===== src/u16u8_pkg.sv =====
// Shared types and constants for the UTF-16 to UTF-8 transcoder.
`timescale 1ns / 1ps

package u16u8_pkg;

   localparam int QUEUE_DEPTH = 4;

   localparam logic [15:0] SURR_MASK   = 16'hFC00;
   localparam logic [15:0] HIGH_SURR   = 16'hD800;
   localparam logic [15:0] LOW_SURR    = 16'hDC00;
   localparam logic [20:0] SUPP_OFFSET = 21'h10000;

   localparam logic [20:0] LIMIT_1BYTE = 21'h00080;
   localparam logic [20:0] LIMIT_2BYTE = 21'h00800;
   localparam logic [20:0] LIMIT_3BYTE = 21'h10000;

   localparam logic [7:0] LEAD_2BYTE = 8'hC0;
   localparam logic [7:0] LEAD_3BYTE = 8'hE0;
   localparam logic [7:0] LEAD_4BYTE = 8'hF0;
   localparam logic [7:0] CONT_BYTE  = 8'h80;

   // One queued character: a code point, or a broken-pair error marker.
   typedef struct packed {
      logic        bad;
      logic [20:0] code_point;
   } job_type;

   // Queue head as seen by the back end.
   typedef struct packed {
      logic    valid;
      job_type job;
   } head_type;

endpackage


===== src/utf16_to_utf8_transcoder.sv =====
// Top level of the UTF-16 to UTF-8 transcoder.
// Takes one UTF-16 code unit per beat and returns the UTF-8 bytes of each
// complete character, one byte per beat, with char_done on the last byte.
// A unit is accepted every cycle while the character queue has room; the
// back end emits one byte per cycle while rsp_stall is low, so a BMP unit
// yields one to three bytes and a surrogate pair four bytes over two units.
// Output bandwidth (one byte per cycle) sets the sustained rate. A high
// surrogate followed by anything but a low surrogate yields one bad_pair
// beat, after which units are dropped until end_of_string clears all state.
`timescale 1ns / 1ps

module utf16_to_utf8_transcoder #(
   parameter int QUEUE_DEPTH = u16u8_pkg::QUEUE_DEPTH
) (
   input  logic        clock,
   input  logic        reset,
   input  logic        req_valid,
   output logic        req_stall,
   input  logic [15:0] req_code_unit,
   input  logic        req_end_of_string,
   output logic        rsp_valid,
   input  logic        rsp_stall,
   output logic [7:0]  rsp_utf8_byte,
   output logic        rsp_char_done,
   output logic        rsp_bad_pair
);

   logic                queue_full, push, pop;
   u16u8_pkg::job_type  push_job;
   u16u8_pkg::head_type head;

   assign req_stall = queue_full;

   u16u8_front u_front (
      .clock             (clock),
      .reset             (reset),
      .req_valid         (req_valid),
      .req_code_unit     (req_code_unit),
      .req_end_of_string (req_end_of_string),
      .queue_full        (queue_full),
      .push              (push),
      .push_job          (push_job)
   );

   u16u8_queue #(
      .DEPTH (QUEUE_DEPTH)
   ) u_queue (
      .clock    (clock),
      .reset    (reset),
      .push     (push),
      .push_job (push_job),
      .pop      (pop),
      .full     (queue_full),
      .head     (head)
   );

   u16u8_back u_back (
      .clock         (clock),
      .reset         (reset),
      .head          (head),
      .pop           (pop),
      .rsp_valid     (rsp_valid),
      .rsp_stall     (rsp_stall),
      .rsp_utf8_byte (rsp_utf8_byte),
      .rsp_char_done (rsp_char_done),
      .rsp_bad_pair  (rsp_bad_pair)
   );

endmodule


===== src/u16u8_front.sv =====
// Front end: accepts code units, pairs surrogates and queues characters.
`timescale 1ns / 1ps

module u16u8_front (
   input  logic               clock,
   input  logic               reset,
   input  logic               req_valid,
   input  logic [15:0]        req_code_unit,
   input  logic               req_end_of_string,
   input  logic               queue_full,
   output logic               push,
   output u16u8_pkg::job_type push_job
);

   logic [9:0] held_high_bits_ff, held_high_bits_in;
   logic       high_pending_ff, high_pending_in;
   logic       halted_ff, halted_in;
   logic       accept, is_high, is_low, emit;

   assign accept  = req_valid && !queue_full;
   assign is_high = (req_code_unit & u16u8_pkg::SURR_MASK) == u16u8_pkg::HIGH_SURR;
   assign is_low  = (req_code_unit & u16u8_pkg::SURR_MASK) == u16u8_pkg::LOW_SURR;

   always_comb begin
      held_high_bits_in = held_high_bits_ff;
      high_pending_in   = high_pending_ff;
      halted_in         = halted_ff;
      emit              = 1'b0;
      push_job.bad        = 1'b0;
      push_job.code_point = {5'd0, req_code_unit};
      if (halted_ff) begin
         emit = 1'b0;
      end else if (high_pending_ff) begin
         emit              = 1'b1;
         high_pending_in   = 1'b0;
         held_high_bits_in = 10'd0;
         if (is_low) begin
            push_job.code_point = {1'b0, held_high_bits_ff, req_code_unit[9:0]}
                                  + u16u8_pkg::SUPP_OFFSET;
         end else begin
            push_job.bad = 1'b1;
            halted_in    = 1'b1;
         end
      end else if (is_high) begin
         held_high_bits_in = req_code_unit[9:0];
         high_pending_in   = 1'b1;
      end else begin
         emit = 1'b1;
      end
      if (req_end_of_string) begin
         held_high_bits_in = 10'd0;
         high_pending_in   = 1'b0;
         halted_in         = 1'b0;
      end
   end

   assign push = accept && emit;

   always_ff @(posedge clock) begin
      if (reset) begin
         held_high_bits_ff <= 10'd0;
         high_pending_ff   <= 1'b0;
         halted_ff         <= 1'b0;
      end else if (accept) begin
         held_high_bits_ff <= held_high_bits_in;
         high_pending_ff   <= high_pending_in;
         halted_ff         <= halted_in;
      end
   end

endmodule


===== src/u16u8_queue.sv =====
// Short character queue between the front and back ends.
`timescale 1ns / 1ps

module u16u8_queue #(
   parameter int DEPTH = u16u8_pkg::QUEUE_DEPTH
) (
   input  logic                clock,
   input  logic                reset,
   input  logic                push,
   input  u16u8_pkg::job_type  push_job,
   input  logic                pop,
   output logic                full,
   output u16u8_pkg::head_type head
);

   localparam int PTR_W = (DEPTH > 1) ? $clog2(DEPTH) : 1;
   localparam int CNT_W = $clog2(DEPTH + 1);

   u16u8_pkg::job_type entries_ff [DEPTH];
   logic [PTR_W-1:0]   wr_ptr_ff, rd_ptr_ff;
   logic [CNT_W-1:0]   count_ff;

   assign full       = count_ff == CNT_W'(DEPTH);
   assign head.valid = count_ff != '0;
   assign head.job   = entries_ff[rd_ptr_ff];

   always_ff @(posedge clock) begin
      if (push) begin
         entries_ff[wr_ptr_ff] <= push_job;
      end
   end

   always_ff @(posedge clock) begin
      if (reset) begin
         wr_ptr_ff <= '0;
         rd_ptr_ff <= '0;
         count_ff  <= '0;
      end else begin
         if (push) begin
            wr_ptr_ff <= (wr_ptr_ff == PTR_W'(DEPTH - 1)) ? '0 : wr_ptr_ff + 1'b1;
         end
         if (pop) begin
            rd_ptr_ff <= (rd_ptr_ff == PTR_W'(DEPTH - 1)) ? '0 : rd_ptr_ff + 1'b1;
         end
         if (push && !pop) begin
            count_ff <= count_ff + 1'b1;
         end else if (pop && !push) begin
            count_ff <= count_ff - 1'b1;
         end
      end
   end

endmodule


===== src/u16u8_back.sv =====
// Back end: serializes each queued character into UTF-8 byte beats.
`timescale 1ns / 1ps

module u16u8_back (
   input  logic                clock,
   input  logic                reset,
   input  u16u8_pkg::head_type head,
   output logic                pop,
   output logic                rsp_valid,
   input  logic                rsp_stall,
   output logic [7:0]          rsp_utf8_byte,
   output logic                rsp_char_done,
   output logic                rsp_bad_pair
);

   logic [1:0]  idx_ff;
   logic        rsp_valid_ff;
   logic [7:0]  byte_ff;
   logic        done_ff, bad_ff;
   logic [1:0]  last_idx, remain;
   logic [20:0] cp;
   logic [7:0]  byte_in;
   logic        last, load;

   assign cp = head.job.code_point;

   always_comb begin
      if (head.job.bad || cp < u16u8_pkg::LIMIT_1BYTE) begin
         last_idx = 2'd0;
      end else if (cp < u16u8_pkg::LIMIT_2BYTE) begin
         last_idx = 2'd1;
      end else if (cp < u16u8_pkg::LIMIT_3BYTE) begin
         last_idx = 2'd2;
      end else begin
         last_idx = 2'd3;
      end
   end

   assign remain = last_idx - idx_ff;
   assign last   = idx_ff == last_idx;

   always_comb begin
      byte_in = 8'd0;
      if (head.job.bad) begin
         byte_in = 8'd0;
      end else if (idx_ff == 2'd0) begin
         case (last_idx)
            2'd0:    byte_in = {1'b0, cp[6:0]};
            2'd1:    byte_in = u16u8_pkg::LEAD_2BYTE | {3'd0, cp[10:6]};
            2'd2:    byte_in = u16u8_pkg::LEAD_3BYTE | {4'd0, cp[15:12]};
            default: byte_in = u16u8_pkg::LEAD_4BYTE | {5'd0, cp[20:18]};
         endcase
      end else begin
         case (remain)
            2'd0:    byte_in = u16u8_pkg::CONT_BYTE | {2'd0, cp[5:0]};
            2'd1:    byte_in = u16u8_pkg::CONT_BYTE | {2'd0, cp[11:6]};
            default: byte_in = u16u8_pkg::CONT_BYTE | {2'd0, cp[17:12]};
         endcase
      end
   end

   assign load = head.valid && (!rsp_valid_ff || !rsp_stall);
   assign pop  = load && last;

   always_ff @(posedge clock) begin
      if (reset) begin
         rsp_valid_ff <= 1'b0;
         idx_ff       <= 2'd0;
      end else if (load) begin
         rsp_valid_ff <= 1'b1;
         idx_ff       <= last ? 2'd0 : idx_ff + 2'd1;
      end else if (!rsp_stall) begin
         rsp_valid_ff <= 1'b0;
      end
   end

   always_ff @(posedge clock) begin
      if (load) begin
         byte_ff <= byte_in;
         done_ff <= last;
         bad_ff  <= head.job.bad;
      end
   end

   assign rsp_valid     = rsp_valid_ff;
   assign rsp_utf8_byte = byte_ff;
   assign rsp_char_done = done_ff;
   assign rsp_bad_pair  = bad_ff;

endmodule


===== config.mk =====
export PLATFORM = sky130hd
export DESIGN_NAME = utf16_to_utf8_transcoder
export DESIGN_NICKNAME = d
export VERILOG_FILES = /design/src/u16u8_pkg.sv /design/src/utf16_to_utf8_transcoder.sv /design/src/u16u8_front.sv /design/src/u16u8_queue.sv /design/src/u16u8_back.sv
export SDC_FILE = /design/constraint.sdc
export NUM_CORES = 1
export LEC_CHECK = 0
export BUFFER_PORTS_ARGS = -buffer_cell sky130_fd_sc_hd__buf_2
export CAP_MARGIN = 20
export CORE_MARGIN = 5
export CORE_UTILIZATION = 60
export CTS_BUF_LIST = sky130_fd_sc_hd__clkbuf_16
export DETAILED_ROUTE_END_ITERATION = 6
export PLACE_DENSITY = 0.79
export SKIP_LAST_GASP = 1
export SLEW_MARGIN = 0
export SYNTH_ARGS = -nofsm -noshare
export SYNTH_HDL_FRONTEND = slang
export SYNTH_HIERARCHICAL = 1
export SYNTH_SLANG_ARGS = --single-unit

===== constraint.sdc =====
create_clock -name clock -period 4.76 [get_ports clock]
set_clock_uncertainty 0.1 [all_clocks]
set_input_delay 0.952 -clock clock [delete_from_list [all_inputs] [get_ports clock]]
set_output_delay 0.952 -clock clock [all_outputs]
set_load 0.005 [all_outputs]

=== Word-level counts from Yosys, hierarchy flattened ===
Memories as Yosys holds them, arrays and structs flattened. A register that Yosys moved wholly into a read port is not among the register bits.
Index checks and enable logic that the tools add are counted.

* Register bits after elaboration: 32
* Bits in writable memories: 88
* Bits of input ports: 21
* Word-level logic and storage cells: 89
* Memories kept: 1

* Add/sub/neg operators: 7
* Magnitude comparators: 3
* Equal/unequal tests: 11
* Mux-type cells: 35
* Reduce and logical (&&, ||, !) cells: 21

{| class="wikitable"
|+ Memories
! name !! words !! bits a word !! read ports !! clocked after Yosys merged registers in !! write ports !! line !! source
|-
| u_queue.entries_ff || 4 || 22 || 1 || 1 || 1 || u16u8_queue.sv:19 || <nowiki>u16u8_pkg::job_type entries_ff [DEPTH];</nowiki>
|}

{| class="wikitable"
|+ Operator list
! cell !! number
|-
| 22-bit two-way mux || 2
|-
| 10-bit two-way mux || 4
|-
| 8-bit case mux with 3 select lines || 1
|-
| 20-bit by 17-bit adder with 21-bit output (second input constant) || 1
|-
| 21-bit by 12-bit < comparator with 1-bit output (second input constant) || 1
|-
| 21-bit by 17-bit < comparator with 1-bit output (second input constant) || 1
|-
| 21-bit by 8-bit < comparator with 1-bit output (second input constant) || 1
|-
| 21-bit two-way mux || 1
|-
| 1-bit two-way mux || 16
|-
| 2-bit two-way mux || 7
|-
| 6-bit equality test (second input constant) || 2
|-
| 6-bit case mux with 2 select lines || 1
|-
| 8-bit two-way mux || 1
|-
| 2-bit by 1-bit adder with 2-bit output (second input constant) || 3
|-
| 2-bit equality test (second input constant) || 3
|-
| 1-bit logical AND || 6
|-
| 2-bit logical NOT || 3
|-
| 3-bit two-way mux || 2
|-
| 3-bit nonzero test || 2
|-
| 1-bit logical NOT || 5
|-
| 2-bit by 1-bit equality test with 1-bit output (second input constant) || 2
|-
| 3-bit by 1-bit adder with 3-bit output (second input constant) || 1
|-
| 3-bit equality test (second input constant) || 1
|-
| 3-bit AND reduction || 1
|-
| 8 further kinds || 9
|}

=== Depth between registers and ports, before layout ===
* Depth in word-level cells: 9
* Gate-level depth with buffers: 15

=== Modules after synthesis ===
Netlist, hierarchy kept.

{| class="wikitable"
|+ Modules (own cells, without submodules)
! module !! times used !! cells an instance !! area each (µm²) !! seq. area each (µm²)
|-
| u16u8_queue || 1 || 158 || 3619.7 || 2822.7
|-
| u16u8_back || 1 || 95 || 982.2 || 360.3
|-
| u16u8_front || 1 || 72 || 694.4 || 240.2
|}

=== Worst setup path after synthesis ===
Ideal clock, no wire load.

* Path type: register to register
* From: register (tool-made name)
* To: register u_queue.count_ff[2]
* Data arrival time: 3.793 ns
* Required time: 4.590 ns
* Setup slack: 0.798 ns
* Cell stages (with the launch flop): 16
* Buffers on the path: 2
* Clock period less this slack: 3.962 ns
* Cells stage by stage: dfxtp_1 buf_6 mux4_2 or4_1 nand3_1 a31o_2 ha_1 clkbuf_1 and3_1 inv_1 ha_1 inv_1 fa_1 xor2_1 or3_1 a21oi_1

{| class="wikitable"
|+ RTL lines
! what !! line !! source
|-
| end signal: assignment || u16u8_queue.sv:46 || <nowiki>count_ff <= count_ff + 1'b1;</nowiki>
|-
| end signal: assignment || u16u8_queue.sv:48 || <nowiki>count_ff <= count_ff - 1'b1;</nowiki>
|-
| end: declaration || u16u8_queue.sv:21 || <nowiki>logic [CNT_W-1:0] count_ff;</nowiki>
|}

==> flow_summary.json <==
{
  "status": "finished, final reports clean",
  "root_buffer": "clkbuf_16",
  "rows": 34,
  "place_area_mm2": 0.00551,
  "grt_overflow_total": 0,
  "setup_tns_ns": 0,
  "ir_drop_mv": 0.348,
  "cts_max_level": 4,
  "place_congestion": 0.898,
  "avgSynthCellArea_um2": 16.3,
  "die_x_um": 104,
  "regToRegSetupSlack_ns": 0.76,
  "synthesis.nets": 360,
  "synth_top_area_share_pct": 55.6,
  "top_layer": "met4",
  "seq_area_frac_synth_pct": 64.6,
  "die_y_um": 104,
  "power_leakage_nw": 2.19,
  "synth-seq-cells": 122,
  "async_reset_ff_share_pct": 0,
  "dr_wl_met3_um": 778,
  "fin_crit_ns": 4.00,
  "clk_pin_slew_ns": 0.06,
  "critPathArrivalTime_ns": 4.24,
  "cts_buffers": 17,
  "grt_pass1_wl_um": 16700,
  "antenna_found_initial": 0,
  "endpoint_kind": "flop",
  "via_per_inst": 6.24,
  "cts-resized-gates": 0,
  "initial_core_util_pct": 61.0,
  "diodes": 0,
  "dp_hpwl_um": 6860,
  "p_switching_mw": 1.17,
  "post_cts_buffers": 0,
  "synthTopCellsByArea": "edfxtp_1, dfxtp_1, mux4_2",
  "path_class": "flop to flop",
  "grt_max_degree": 23,
  "cts_hold_buf": 0,
  "power.density_mw_per_mm2": 608,
  "grt_use_total_pct": 20.2,
  "port_buffers": 32,
  "core_mm2": 0.00868,
  "clk_latency_ns": 0.41,
  "yosys_warnings": 6,
  "drv_slew": 0,
  "clockBufferDepth": 2,
  "crit_family": "simple AND/OR/NAND/NOR gates",
  "path_cells": "buf_12 -> mux4_2 -> or4_1 -> nand3_1 -> a31o_2 -> ha_1 -> and3_1 -> inv_1 -> ha_1 -> inv_1 -> fa_1 -> xor2_1 -> or3_1 -> a21oi_1",
  "slowest_stage": "mux4_2",
  "grt_pass1_vias": 3085,
  "drt_first_pass_iters": 5,
  "drv_cap": 0,
  "setup_viol": 0,
  "p_clk_share_pct": 31.8,
  "wirelength_met1_um": 4220,
  "finalHoldViolCount": 0,
  "nets": 399,
  "postRouteAntennaNets": 0,
  "synth_area_mm2": 0.00530,
  "synth_cells": 325,
  "fin_crit_sh_pct": 84.0,
  "maxSlewHeadroom_pct": 52.2,
  "combPwrFrac_pct": 30.1,
  "synth_edf_count": 98,
  "cts_tree": "yes",
  "cp.required_ns": 5.00,
  "crit_fanout": 22,
  "fmax_ghz": 0.250,
  "drc": 0,
  "drive_above_1_share_pct": 29.7,
  "synth.distinct_cells": 54,
  "rsz0062_at_grt": "no",
  "dieArea_mm2": 0.0108,
  "seqPwrFrac_pct": 38.1,
  "area_growth_syn_to_layout_pct": 15.2,
  "vias": 3028,
  "critPathLaunchType": "flop",
  "tightest_slew_ns": 0.712,
  "ios": 33,
  "slowest_delay_ns": 0.56,
  "crit_buf_inv": 3,
  "wl_per_cell_um": 21.8,
  "ys.flop_type": "edfxtp_1",
  "cts_sinks": 122,
  "p_int_mw": 2.54,
  "min_path_type": "flop to flop",
  "routed_wl_um": 10600,
  "final_area_mm2": 0.00610,
  "drt_iter0_drc": 236,
  "route.met2.wl_um": 5390,
  "yosys.area.top_type": "edfxtp_1",
  "swShare_pct": 31.6
}
==> kinds of logic after synthesis <==
group,synth area share (%)
DFF,64.6
and+or+nand+nor,8.41
AOI/OAI and AO/OA,7.35
buffers and inverters,3.64
muxes,11.2
adders and majority gates,3.45
xor gates and xnor gates,1.30
==> per-layer routing <==
layer,up-vias,global-route usage (%)
met4,0,6.66
met5,-,0
met3,11,6.39
li1,1366,-
met2,121,33.4
met1,1530,25.4
==> flip-flops by register name, summed over array words and instances (netlist names), named ones only <==
name,cells
u_front/halted_ff,1
u_back/rsp_valid,1
u_queue/rd_ptr_ff,2
u_front/held_high_bits_ff,10
u_queue/count_ff,3
u_back/rsp_char_done,1
u_back/idx_ff,2
u_queue/wr_ptr_ff,2
u_back/rsp_bad_pair,1
u_front/high_pending_ff,1
u_queue/entries_ff,88
u_back/rsp_utf8_byte,8
==> power by group through the flow <==
| stage | registers (mW) | logic, mW | clock network (mW) |
|---|---|---|---|
| after floorplan | 1.43 | 0.833 | 0 |
| after global placement | 1.43 | 1.07 | 0 |
| after detailed placement | 1.43 | 1.10 | 0 |
| after CTS | 1.41 | 1.11 | 1.19 |
| after global routing | 1.43 | 1.21 | 1.26 |
| final | 1.41 | 1.12 | 1.18 |
==> worst paths after layout <==
kind	cells past startpoint	startpoint	end
setup / recovery	14	flop	u_queue/count_ff[2]
hold / removal	1	u_front/held_high_bits_ff[0]	u_front/held_high_bits_ff[0]
setup reg to reg	14	flop	u_queue/count_ff[2]
hold reg to reg	1	u_front/held_high_bits_ff[0]	u_front/held_high_bits_ff[0]
==> stage by stage <==
| stage | hold slack (ns) | setup WS [ns] | instances | utilization (%) | total power [mW] |
|---|---|---|---|---|---|
| after floorplan | 0.349 | 0.798 | 325 | - | 2.26 |
| after global placement | 0.365 | 0.928 | 452 | 63.5 | 2.49 |
| after detailed placement | 0.373 | 0.814 | 452 | 63.5 | 2.53 |
| after CTS | 0.398 | 0.755 | 484 | 70.0 | 3.72 |
| after global routing | 0.421 | 0.574 | 485 | 70.3 | 3.90 |
| final | 0.397 | 0.760 | 485 | 70.3 | 3.71 |
==> cells in the final DEF, fill, tap and decap left out, types with 7 or more instances in the layout <==
cell / count
buf_2: 32
edfxtp_1: 98
clkbuf_16: 18
mux4_2: 20
inv_1: 11
nor2_1: 19
a22o_1: 10
mux2i_1: 8
ha_1: 13
nor3b_1: 7
dfxtp_1: 24
==> final cells by class <==
class | instances | area (um2)
clock buffers | 18 | 450
clock inverters | 14 | 111
fillers | 571 | 2580
inverters | 12 | 47.5
multi-input cells | 171 | 1680
flip-flops and latches | 122 | 3420
well taps | 108 | 135
repair buffers | 40 | 253
==> cells in the mapped netlist, types with 3 or more instances <==
cell type,count
dfxtp_1,24
or3_1,5
xor2_1,3
a21oi_1,6
inv_1,11
mux2i_1,8
a222oi_1,4
nand3_1,6
buf_4,11
o21a_1,6
xnor2_1,3
edfxtp_1,98
o21ai_0,6
nor4_1,4
ha_1,13
clkbuf_1,3
buf_6,3
mux4_2,20
nor2_1,19
and2_1,5
nor3b_1,7
nor2b_1,5
nand2_1,6
a22o_1,10
Power figures use the tool's default switching activity.
